==> src/hw/rtl/psvm_pkg.sv <==
// shared types, constants and constant tables of the polyphonic voice mixer
// no dependencies; used by the cell, the mac unit and the top level
package psvm_pkg;

   localparam int NUM_VOICES_DEFAULT = 10;
   localparam int PHASE_BITS         = 32;
   localparam int SINE_TABLE_BITS    = 10;
   localparam int SAMPLE_RATE_HZ     = 44100;
   localparam int QUARTER_BITS       = SINE_TABLE_BITS - 2;
   localparam int QUARTER_SIZE       = 1 << QUARTER_BITS;
   localparam int NOTE_COUNT         = 128;
   localparam int SAMPLE_W           = 16;
   localparam int MAG_W              = SAMPLE_W - 1;
   localparam int PROD_W             = 33;

   localparam logic [7:0]  NOTE_ON     = 8'h90;
   localparam logic [7:0]  NOTE_OFF    = 8'h80;
   localparam logic        OP_TICK     = 1'b0;
   localparam logic        OP_MIDI     = 1'b1;
   localparam logic [15:0] GAIN_RESET  = 16'd6554;
   localparam logic [15:0] ROUND_HALF  = 16'h8000;

   typedef struct packed {
      logic       operation;
      logic [7:0] status_byte;
      logic [6:0] note_number;
   } req_type;

   typedef struct packed {
      logic signed [SAMPLE_W-1:0] mixed_sample;
   } rsp_type;

   typedef struct packed {
      logic [15:0] voice_gain;
   } csr_type;

   typedef struct packed {
      logic                  active;
      logic [PHASE_BITS-1:0] phase;
      logic [PHASE_BITS-1:0] step;
   } voice_type;

   typedef struct packed {
      logic shift;
      logic set_on;
      logic set_off;
   } cell_ctrl_type;

   typedef struct packed {
      logic                  valid;
      logic [PHASE_BITS-1:0] phase;
   } mac_in_type;

   typedef enum logic [1:0] {
      ST_IDLE,
      ST_ISSUE,
      ST_DRAIN,
      ST_DONE
   } state_type;

   typedef logic [MAG_W-1:0]      sine_table_type [QUARTER_SIZE];
   typedef logic [PHASE_BITS-1:0] step_table_type [NOTE_COUNT];
   typedef logic [63:0]           octave_table_type [12];

   // notes 120..131 in Hz, unsigned Q16
   localparam octave_table_type TOP_OCTAVE_Q16 = '{
      64'd548668578, 64'd581294109, 64'd615859655, 64'd652480576,
      64'd691279090, 64'd732384684, 64'd775934544, 64'd822074013,
      64'd870957077, 64'd922746880, 64'd977616265, 64'd1035748353
   };

   // sin(pi/2 * x), x in Q30, result in Q15
   function automatic logic [MAG_W-1:0] quarter_sine(logic [63:0] x);
      logic [63:0] x2;
      logic [63:0] t;
      logic [63:0] s;
      x2 = (x * x) >> 30;
      t  = 64'd172272;
      t  = 64'd5026995 - ((x2 * t) >> 30);
      t  = 64'd85569306 - ((x2 * t) >> 30);
      t  = 64'd693598668 - ((x2 * t) >> 30);
      t  = 64'd1686629713 - ((x2 * t) >> 30);
      s  = (((x * t) >> 30) + 64'd16384) >> 15;
      if (s > 64'd32767) begin
         s = 64'd32767;
      end
      return s[MAG_W-1:0];
   endfunction

   function automatic sine_table_type build_sine_table();
      sine_table_type tbl;
      for (int k = 0; k < QUARTER_SIZE; k++) begin
         tbl[k] = quarter_sine(64'(k) << (30 - QUARTER_BITS));
      end
      return tbl;
   endfunction

   function automatic step_table_type build_note_rom();
      step_table_type tbl;
      logic [63:0]    num;
      logic [63:0]    quo;
      int             e;
      for (int n = 0; n < NOTE_COUNT; n++) begin
         e = PHASE_BITS - 26 + n / 12;
         if (e >= 0) begin
            num = TOP_OCTAVE_Q16[n % 12] << e;
         end else begin
            num = TOP_OCTAVE_Q16[n % 12] >> (-e);
         end
         quo    = num / SAMPLE_RATE_HZ;
         tbl[n] = quo[PHASE_BITS-1:0];
      end
      return tbl;
   endfunction

   localparam sine_table_type SINE_TABLE = build_sine_table();
   localparam logic [MAG_W-1:0] SINE_PEAK =
      quarter_sine(64'(QUARTER_SIZE) << (30 - QUARTER_BITS));
   localparam step_table_type NOTE_STEP  = build_note_rom();

endpackage

==> src/hw/rtl/psvm_chan_if.sv <==
// valid/ready channel with a typed payload, used for request, response and csr
// no dependencies; the payload type comes in as a parameter
interface psvm_chan_if #(
   parameter type payload_type = logic
) ();
   logic        valid;
   logic        ready;
   payload_type data;

   modport source (output valid, output data, input ready);
   modport sink   (input valid, input data, output ready);
endinterface

==> src/hw/rtl/psvm_cell.sv <==
// one voice slot of the rotating voice ring
// depends on psvm_pkg for the voice record and cell control
module psvm_cell import psvm_pkg::*; (
   input  logic                  clock,
   input  logic                  reset,
   input  cell_ctrl_type         ctrl,
   input  logic [PHASE_BITS-1:0] step_new,
   input  voice_type             from_next,
   output voice_type             q
);

   logic                  active_ff, active_in;
   logic [PHASE_BITS-1:0] phase_ff, phase_in;
   logic [PHASE_BITS-1:0] step_ff, step_in;

   always_comb begin
      active_in = active_ff;
      phase_in  = phase_ff;
      step_in   = step_ff;
      if (ctrl.shift) begin
         active_in = from_next.active;
         phase_in  = from_next.phase;
         step_in   = from_next.step;
      end else if (ctrl.set_on) begin
         // phase keeps running from where it was
         active_in = 1'b1;
         step_in   = step_new;
      end else if (ctrl.set_off) begin
         active_in = 1'b0;
      end
   end

   always_ff @(posedge clock) begin
      if (reset) begin
         active_ff <= 1'b0;
         phase_ff  <= '0;
      end else begin
         active_ff <= active_in;
         phase_ff  <= phase_in;
      end
   end

   always_ff @(posedge clock) begin
      step_ff <= step_in;
   end

   assign q.active = active_ff;
   assign q.phase  = phase_ff;
   assign q.step   = step_ff;

endmodule

==> src/hw/rtl/psvm_mac.sv <==
// shared sine lookup, gain multiply and mix accumulator
// depends on psvm_pkg for the sine table and widths
module psvm_mac import psvm_pkg::*; #(
   parameter int ACC_W = 37
) (
   input  logic                    clock,
   input  logic                    reset,
   input  logic                    clear,
   input  mac_in_type              mac_in,
   input  logic [15:0]             gain,
   output logic signed [ACC_W-1:0] acc,
   output logic                    busy
);

   logic [SINE_TABLE_BITS-1:0] idx;
   logic [1:0]                 quad;
   logic [QUARTER_BITS-1:0]    j;
   logic [QUARTER_BITS:0]      pos;
   logic [MAG_W-1:0]           mag;

   logic                       v1_ff, v2_ff;
   logic signed [SAMPLE_W-1:0] sine_ff, sine_in;
   logic signed [PROD_W-1:0]   prod_ff, prod_in;
   logic signed [ACC_W-1:0]    acc_ff, acc_in;

   // index is the top bits of twice the phase
   assign idx  = mac_in.phase[PHASE_BITS-2 -: SINE_TABLE_BITS];
   assign quad = idx[SINE_TABLE_BITS-1 -: 2];
   assign j    = idx[QUARTER_BITS-1:0];

   always_comb begin
      pos = quad[0] ? ((QUARTER_BITS+1)'(QUARTER_SIZE) - {1'b0, j}) : {1'b0, j};
      if (pos[QUARTER_BITS]) begin
         mag = SINE_PEAK;
      end else begin
         mag = SINE_TABLE[pos[QUARTER_BITS-1:0]];
      end
      sine_in = quad[1] ? -$signed({1'b0, mag}) : $signed({1'b0, mag});
   end

   assign prod_in = $signed({1'b0, gain}) * sine_ff;

   always_comb begin
      acc_in = acc_ff;
      if (clear) begin
         acc_in = '0;
      end else if (v2_ff) begin
         acc_in = acc_ff + ACC_W'(prod_ff);
      end
   end

   always_ff @(posedge clock) begin
      if (reset) begin
         v1_ff  <= 1'b0;
         v2_ff  <= 1'b0;
         acc_ff <= '0;
      end else begin
         v1_ff  <= mac_in.valid;
         v2_ff  <= v1_ff;
         acc_ff <= acc_in;
      end
   end

   always_ff @(posedge clock) begin
      sine_ff <= sine_in;
      prod_ff <= prod_in;
   end

   assign acc  = acc_ff;
   assign busy = v1_ff | v2_ff;

endmodule

==> src/hw/rtl/polyphonic_sine_voice_mixer_top.sv <==
// Polyphonic sine voice mixer. A MIDI request (note on / note off) is taken in the idle
// state and gives no response. A sample tick rotates the ring of NUM_VOICES voice
// cells once through the shared sine lookup, gain multiplier and accumulator, one
// voice per cycle, then rounds and saturates the mix. The response is registered after
// the drain, once the response register is free or being read. The drain after the
// rotation waits only for the voices that are in use, so the response comes earlier
// when the top voice slots are free. The next request is taken in the cycle after the
// response is registered. A finished sample waits in the response register while
// further requests are taken.
// depends on psvm_pkg, psvm_chan_if, psvm_cell and psvm_mac
module polyphonic_sine_voice_mixer_top import psvm_pkg::*; #(
   parameter int NUM_VOICES = NUM_VOICES_DEFAULT
) (
   input  logic        clock,
   input  logic        reset,
   psvm_chan_if.sink   req_chan,
   psvm_chan_if.source rsp_chan,
   psvm_chan_if.sink   csr_chan
);

   localparam int CW    = $clog2(NUM_VOICES + 1);
   localparam int VW    = (NUM_VOICES > 1) ? $clog2(NUM_VOICES) : 1;
   localparam int ACC_W = PROD_W + $clog2(NUM_VOICES + 1);
   localparam int QW    = ACC_W + 1 - 16;

   state_type             state_ff, state_in;
   logic [VW-1:0]         cnt_ff, cnt_in;
   logic [CW-1:0]         in_use_ff, in_use_in;
   logic [15:0]           gain_ff, gain_in;
   logic                  rsp_valid_ff, rsp_valid_in;
   logic [SAMPLE_W-1:0]   rsp_sample_ff, rsp_sample_in;

   logic                  req_fire, tick_fire, note_on_ok, note_off_ok;
   logic                  shift_en, mac_clear, rsp_load, req_ready;
   logic                  mac_busy;
   logic signed [ACC_W-1:0] acc;
   logic signed [ACC_W:0]   rnd;
   logic signed [QW-1:0]    q;
   mac_in_type            mac_in;
   voice_type             wrap;
   logic [PHASE_BITS-1:0] step_new;

   voice_type             cell_q [NUM_VOICES];
   voice_type             cell_d [NUM_VOICES];
   cell_ctrl_type         ctrl   [NUM_VOICES];

   req_type req;
   assign req = req_chan.data;

   assign req_fire    = req_chan.valid & req_ready;
   assign tick_fire   = req_fire & (req.operation == OP_TICK);
   assign note_on_ok  = req_fire & (req.operation == OP_MIDI) & (req.status_byte == NOTE_ON)
                        & (in_use_ff != CW'(NUM_VOICES));
   assign note_off_ok = req_fire & (req.operation == OP_MIDI) & (req.status_byte == NOTE_OFF)
                        & (in_use_ff != '0);
   assign step_new    = NOTE_STEP[req.note_number];

   // next state
   always_comb begin
      state_in = state_ff;
      cnt_in   = cnt_ff;
      case (state_ff)
         ST_IDLE: begin
            cnt_in = '0;
            if (tick_fire) begin
               state_in = ST_ISSUE;
            end
         end
         ST_ISSUE: begin
            cnt_in = cnt_ff + 1'b1;
            if (cnt_ff == VW'(NUM_VOICES - 1)) begin
               state_in = ST_DRAIN;
            end
         end
         ST_DRAIN: begin
            if (!mac_busy) begin
               state_in = ST_DONE;
            end
         end
         ST_DONE: begin
            if (!rsp_valid_ff || rsp_chan.ready) begin
               state_in = ST_IDLE;
            end
         end
         default: begin
            state_in = ST_IDLE;
         end
      endcase
   end

   // outputs of the sequencer
   always_comb begin
      req_ready = 1'b0;
      shift_en  = 1'b0;
      mac_clear = 1'b0;
      rsp_load  = 1'b0;
      case (state_ff)
         ST_IDLE: begin
            req_ready = 1'b1;
            mac_clear = tick_fire;
         end
         ST_ISSUE: begin
            shift_en = 1'b1;
         end
         ST_DRAIN: begin
            shift_en = 1'b0;
         end
         ST_DONE: begin
            rsp_load = !rsp_valid_ff || rsp_chan.ready;
         end
         default: begin
            req_ready = 1'b0;
         end
      endcase
   end

   always_comb begin
      in_use_in = in_use_ff;
      if (note_on_ok) begin
         in_use_in = in_use_ff + 1'b1;
      end else if (note_off_ok) begin
         in_use_in = in_use_ff - 1'b1;
      end
   end

   assign gain_in = (csr_chan.valid && csr_chan.ready) ? csr_chan.data.voice_gain : gain_ff;

   // head voice advances as it wraps to the tail
   assign wrap.active = cell_q[0].active;
   assign wrap.step   = cell_q[0].step;
   assign wrap.phase  = cell_q[0].phase + (cell_q[0].active ? cell_q[0].step : '0);

   assign mac_in.valid = shift_en & cell_q[0].active;
   assign mac_in.phase = cell_q[0].phase;

   for (genvar i = 0; i < NUM_VOICES; i++) begin : g_ring
      if (i == NUM_VOICES - 1) begin : g_tail
         assign cell_d[i] = wrap;
      end else begin : g_mid
         assign cell_d[i] = cell_q[i+1];
      end
      assign ctrl[i].shift   = shift_en;
      assign ctrl[i].set_on  = note_on_ok & (in_use_ff == CW'(i));
      assign ctrl[i].set_off = note_off_ok & (in_use_ff == CW'(i + 1));

      psvm_cell u_cell (
         .clock     (clock),
         .reset     (reset),
         .ctrl      (ctrl[i]),
         .step_new  (step_new),
         .from_next (cell_d[i]),
         .q         (cell_q[i])
      );
   end

   psvm_mac #(
      .ACC_W (ACC_W)
   ) u_mac (
      .clock  (clock),
      .reset  (reset),
      .clear  (mac_clear),
      .mac_in (mac_in),
      .gain   (gain_ff),
      .acc    (acc),
      .busy   (mac_busy)
   );

   // round half up to q1.15, then saturate
   assign rnd = $signed({acc[ACC_W-1], acc}) + $signed({{(ACC_W-15){1'b0}}, ROUND_HALF});
   assign q   = rnd[ACC_W:16];

   always_comb begin
      if (q[QW-1:SAMPLE_W-1] == '0 || q[QW-1:SAMPLE_W-1] == '1) begin
         rsp_sample_in = q[SAMPLE_W-1:0];
      end else if (q[QW-1]) begin
         rsp_sample_in = {1'b1, {(SAMPLE_W-1){1'b0}}};
      end else begin
         rsp_sample_in = {1'b0, {(SAMPLE_W-1){1'b1}}};
      end
   end

   assign rsp_valid_in = rsp_load | (rsp_valid_ff & ~rsp_chan.ready);

   always_ff @(posedge clock) begin
      if (reset) begin
         state_ff     <= ST_IDLE;
         cnt_ff       <= '0;
         in_use_ff    <= '0;
         gain_ff      <= GAIN_RESET;
         rsp_valid_ff <= 1'b0;
      end else begin
         state_ff     <= state_in;
         cnt_ff       <= cnt_in;
         in_use_ff    <= in_use_in;
         gain_ff      <= gain_in;
         rsp_valid_ff <= rsp_valid_in;
      end
   end

   always_ff @(posedge clock) begin
      if (rsp_load) begin
         rsp_sample_ff <= rsp_sample_in;
      end
   end

   assign req_chan.ready         = req_ready;
   assign csr_chan.ready         = 1'b1;
   assign rsp_chan.valid         = rsp_valid_ff;
   assign rsp_chan.data.mixed_sample = rsp_sample_ff;

endmodule

==> src/flat_wrapper.sv <==
// flat-port wrapper written by rule: the top's interface ports become plain ports
module polyphonic_sine_voice_mixer_top_flat import psvm_pkg::*;
#(
   parameter int NUM_VOICES = NUM_VOICES_DEFAULT
)
  (clock, reset, req_chan_valid, req_chan_data, req_chan_ready, rsp_chan_valid, rsp_chan_data, rsp_chan_ready, csr_chan_valid, csr_chan_data, csr_chan_ready);
  psvm_chan_if #(.payload_type(req_type)) req_chan_i ();
  psvm_chan_if #(.payload_type(rsp_type)) rsp_chan_i ();
  psvm_chan_if #(.payload_type(csr_type)) csr_chan_i ();
  input  logic clock;
  input  logic reset;
  input wire logic [$bits(req_chan_i.valid)-1:0] req_chan_valid;
  input wire logic [$bits(req_chan_i.data)-1:0] req_chan_data;
  output wire logic [$bits(req_chan_i.ready)-1:0] req_chan_ready;
  output wire logic [$bits(rsp_chan_i.valid)-1:0] rsp_chan_valid;
  output wire logic [$bits(rsp_chan_i.data)-1:0] rsp_chan_data;
  input wire logic [$bits(rsp_chan_i.ready)-1:0] rsp_chan_ready;
  input wire logic [$bits(csr_chan_i.valid)-1:0] csr_chan_valid;
  input wire logic [$bits(csr_chan_i.data)-1:0] csr_chan_data;
  output wire logic [$bits(csr_chan_i.ready)-1:0] csr_chan_ready;
  assign req_chan_i.valid = req_chan_valid;
  assign req_chan_i.data = req_chan_data;
  assign req_chan_ready = req_chan_i.ready;
  assign rsp_chan_valid = rsp_chan_i.valid;
  assign rsp_chan_data = rsp_chan_i.data;
  assign rsp_chan_i.ready = rsp_chan_ready;
  assign csr_chan_i.valid = csr_chan_valid;
  assign csr_chan_i.data = csr_chan_data;
  assign csr_chan_ready = csr_chan_i.ready;
  polyphonic_sine_voice_mixer_top #(.NUM_VOICES(NUM_VOICES)) u_core (.clock(clock), .reset(reset), .req_chan(req_chan_i), .rsp_chan(rsp_chan_i), .csr_chan(csr_chan_i));
endmodule
==> config.mk <==
export PLATFORM = sky130hd
export DESIGN_NAME = polyphonic_sine_voice_mixer_top_flat
export DESIGN_NICKNAME = d
export VERILOG_FILES = /design/src/hw/rtl/psvm_pkg.sv /design/src/hw/rtl/psvm_chan_if.sv /design/src/hw/rtl/psvm_cell.sv /design/src/hw/rtl/psvm_mac.sv /design/src/hw/rtl/polyphonic_sine_voice_mixer_top.sv /design/src/flat_wrapper.sv
export SDC_FILE = /design/constraint.sdc
export NUM_CORES = 2
export LEC_CHECK = 0
export BUFFER_PORTS_ARGS = -buffer_cell sky130_fd_sc_hd__buf_2
export CAP_MARGIN = 40
export CORE_ASPECT_RATIO = 1.2
export CORE_MARGIN = 1.5
export CORE_UTILIZATION = 55
export CTS_BUF_LIST = sky130_fd_sc_hd__clkbuf_8
export DETAILED_ROUTE_END_ITERATION = 10
export HOLD_SLACK_MARGIN = 0.1
export PLACE_DENSITY = 0.74
export RECOVER_POWER = 50
export SLEW_MARGIN = 20
export SYNTH_ARGS = -nofsm -noshare
export SYNTH_HDL_FRONTEND = slang
export SYNTH_SLANG_ARGS = --single-unit
export TNS_END_PERCENT = 30
==> constraint.sdc <==
create_clock -name clock -period 6.4 [get_ports clock]
set_clock_uncertainty 0.15 [all_clocks]
set_input_delay 1.28 -clock clock [delete_from_list [all_inputs] [get_ports clock]]
set_output_delay 1.28 -clock clock [all_outputs]
set_load 0.1 [all_outputs]
==> results.sh <==
export IMPL_outcome="finished, violations left"
export IMPL_failed_checks="max-capacitance violations, max-slew violations"
export IMPL_hpwlAfterDp_um=88000
export IMPL_worstHoldPathType="register to register"
export IMPL_fin_crit_ns=6.23
export IMPL_path_depth=24
export IMPL_critPathMaxStageDelay_ns=0.55
export IMPL_worstPathArrival_ns=6.74
export IMPL_cts_made_buffers=117
export IMPL_dr_total_vias=38100
export IMPL_io_buffer_count=54
export IMPL_grt_busiest_layer="met2"
export IMPL_syn_nets=5569
export IMPL_cp_buffers_inverters=6
export IMPL_yosysMostFrequentCell="nor2_1"
export IMPL_yosys_area_top_type="edfxtp_1"
export IMPL_cts_num_sinks=761
export IMPL_grt_max_degree=186
export IMPL_cp_top_family="adder cells"
export IMPL_timing_hold_ws_ns=0.321
export IMPL_ys_seq_elements=761
export IMPL_fmax_mhz=161
export IMPL_synth_flop_cell="dfxtp_1"
export IMPL_synthCells=5098
export IMPL_met1_usage=0.350
export IMPL_grt_pass1_wl_um=202000
export IMPL_yosysWarnings=0
export IMPL_drtIter0Drc=3359
export IMPL_place_inst=6127
export IMPL_p_seq_frac=0.446
export IMPL_ys_seq_area_frac=0.382
export IMPL_p_clk_frac=0.286
export IMPL_grt_met2_usage=0.464
export IMPL_place_gp_congestion=1.04
export IMPL_p_per_area_nw_per_um2=287
export IMPL_fillers=7401
export IMPL_final_cells=6365
export IMPL_initial_utilization=0.553
export IMPL_synth_cell_types=91
export IMPL_drive_above_1_share=0.0979
export IMPL_synth_edf_count=326
export IMPL_die_area_um2=89800
export IMPL_die_w_um=274
export IMPL_syn_avg_cell_area_um2=9.50
export IMPL_synth_area_leaders="edfxtp_1 (20%), dfxtp_1 (18%), fa_1 (8.1%)"
export IMPL_use_met3=0.0449
export IMPL_critical_path_class="register to register"
export IMPL_p_int_uw=10300
export IMPL_firstDrtPassIters=8
export IMPL_tightestPinTransition_ns=3.72
export IMPL_gr_total_overflow=0
export IMPL_endpoint_kind="register"
export IMPL_drc=0
export IMPL_cp_common_cell="fa_1"
export IMPL_ios=56
export IMPL_final_util=0.606
export IMPL_required_ns=6.91
export IMPL_relSlewSlack=-1.48
export IMPL_pwr_share_comb=0.268
export IMPL_synthTopCellsByCount="nor2_1 (569), dfxtp_1 (435), mux2i_1 (383), nand2_1 (383), edfxtp_1 (326)"
export IMPL_grt_pass1_vias=37600
export IMPL_viasPerCell=5.98
export IMPL_root_buffer="clkbuf_8"
export IMPL_core_area_um2=87500
export IMPL_drv_cap=6
export IMPL_rows=119
export IMPL_fin_tns_setup_ns=0
export IMPL_fin_crit_sh=0.973
export IMPL_ir_drop_uv=467
export IMPL_yosys_area_top_type_share=0.202
export IMPL_synthArstFlopShare=0
export IMPL_die_h_um=328
export IMPL_p_switching_uw=4920
export IMPL_cts_max_level=3
export IMPL_clock_latency_ns=0.78
export IMPL_hold_viol=0
export IMPL_num_nets_final=5581
export IMPL_cts_clk_slew_worst_paths_ns=0.07
export IMPL_start_kind="register"
export IMPL_track_usage=0.281
export IMPL_tritoncts="done"
export IMPL_area_growth_pct=9.50
export IMPL_setup_violations=0
export IMPL_swShare=0.324
export IMPL_antenna_found_initial=3
export IMPL_path_cells="buf_6 -> and2_1 -> fa_1 -> inv_1 -> fa_1 -> inv_1 -> fa_1 -> fa_2 -> fa_1 -> inv_2 -> fa_1 -> inv_2 -> ha_4 -> buf_4 -> nand4_1 -> o211ai_1 -> o31ai_2 -> a31oi_2 -> nand4_1 -> a311o_1 -> a31oi_1 -> a21o_1 -> a21oi_1 -> xnor2_1"
export IMPL_r2r_cells=24
export IMPL_clk_path_buf_depth=3
export IMPL_min_path_cells=2
export IMPL_wl_um=127000
export IMPL_syn_area_um2=48400
export IMPL_avgRoutedWirePerCell_um=20.0
export IMPL_critPathMaxFanout=6
export IMPL_slowest_stage="fa_1"
export IMPL_slew_viol_final=253
export IMPL_r2r_setup_slack_ns=0.17
export IMPL_ant_nets=0
export IMPL_leakage_uw=0.0231
## layer usage
layer,vias up,routed length [µm]
li1,18000,-
met2,1392,60500
met3,403,8440
met1,18300,51400
met4,2,6930
met5,-,12
## stage by stage
| step | area, µm² | setup slack, ns | total power [µW] |
|---|---|---|---|
| 2_1_floorplan | 48400 | 0.186 | 9810 |
| 3_3_place_gp | 50100 | 0.0755 | 10800 |
| 3_5_place_dp | 50100 | -0.0648 | 10900 |
| 4_1_cts | 52700 | 0.0286 | 15300 |
| 5_1_grt | 53000 | -0.0453 | 15900 |
| 6_report | 53000 | 0.170 | 15200 |
## placed cells by master (no fill, tap or decap), drive strengths merged, types with 55 or more instances in the layout
cell type,n
nand2,383
a211oi,67
xnor2,82
fa,196
nor3,67
nand3,74
clkbuf,170
a21oi,257
dfxtp,435
inv,361
nor2,569
and2,164
mux2i,383
edfxtp,326
buf,197
o21ai,215
nor2b,55
a21o,301
ha,238
## state kept, by name (all words and copies together) (netlist names)
register	count
u_core.rsp_chan.valid	1
u_core.u_mac.sine_ff	16
u_core.u_mac.v1_ff	1
u_core.gain_ff	16
u_core.in_use_ff	4
u_core.g_ring.u_cell.phase_ff	310
u_core.u_mac.prod_ff	33
u_core.rsp_chan.data	16
u_core.u_mac.v2_ff	1
u_core.u_mac.acc	37
u_core.g_ring.u_cell.step_ff	310
u_core.cnt_ff	4
u_core.state_ff	2
u_core.g_ring.u_cell.active_ff	10
## power groups by stage
stage                     Combinational, µW  Clock [µW]  Sequential (µW)
after floorplan                        3020           0             6790
after global placement                 4000           0             6830
after detailed placement               4060           0             6860
after CTS                              4080        4460             6760
after global routing                   4410        4660             6860
final                                  4070        4350             6780
## tightest hold or removal path: stages (launching register included)
cell and delay (ns):
dfxtp_1 0.31, nand2b_1 0.06, a21oi_1 0.05
## cells by family (layout without fill, tap and decap cells)
group,Yosys count,in the layout,synth area share
buf+inv,661,775,0.0526
compound gates,1201,1201,0.166
simple gates,1506,1506,0.145
other cells,1,5,0.0000775
flops,761,761,0.382
fa+ha+maj,434,434,0.143
xor+xnor,121,121,0.0224
mux,413,413,0.0892
## repair_timing
action,CTS,global route
setup buffers,0,12
pin swaps,0,48
setup endpoints to repair,2,9
hold buffers,0,0
gates resized for setup,4,81
## path summary, 6_finish.rpt
path	from	to
worst max-delay path	u_core.u_mac.sine_ff[6]	u_core.u_mac.prod_ff[32]
worst min-delay path	u_core.g_ring[9].u_cell.phase_ff[23]	u_core.g_ring[9].u_cell.phase_ff[23]
worst max register to register	u_core.u_mac.sine_ff[6]	u_core.u_mac.prod_ff[32]
worst min register to register	u_core.g_ring[9].u_cell.phase_ff[23]	u_core.g_ring[9].u_cell.phase_ff[23]
## area by class of cell
cell class / count / area (µm²) / area share
repair buffers: 225 / 1620 / 0.0305
flip-flops and latches: 761 / 18600 / 0.350
clock inverters: 79 / 621 / 0.0117
well taps: 1149 / 1440 / 0.0271
diodes: 4 / 10.0 / 0.000189
clock buffers: 142 / 1950 / 0.0369
multi-input cells: 3676 / 27600 / 0.520
inverters: 329 / 1230 / 0.0233
Power figures use the tool's default switching activity.
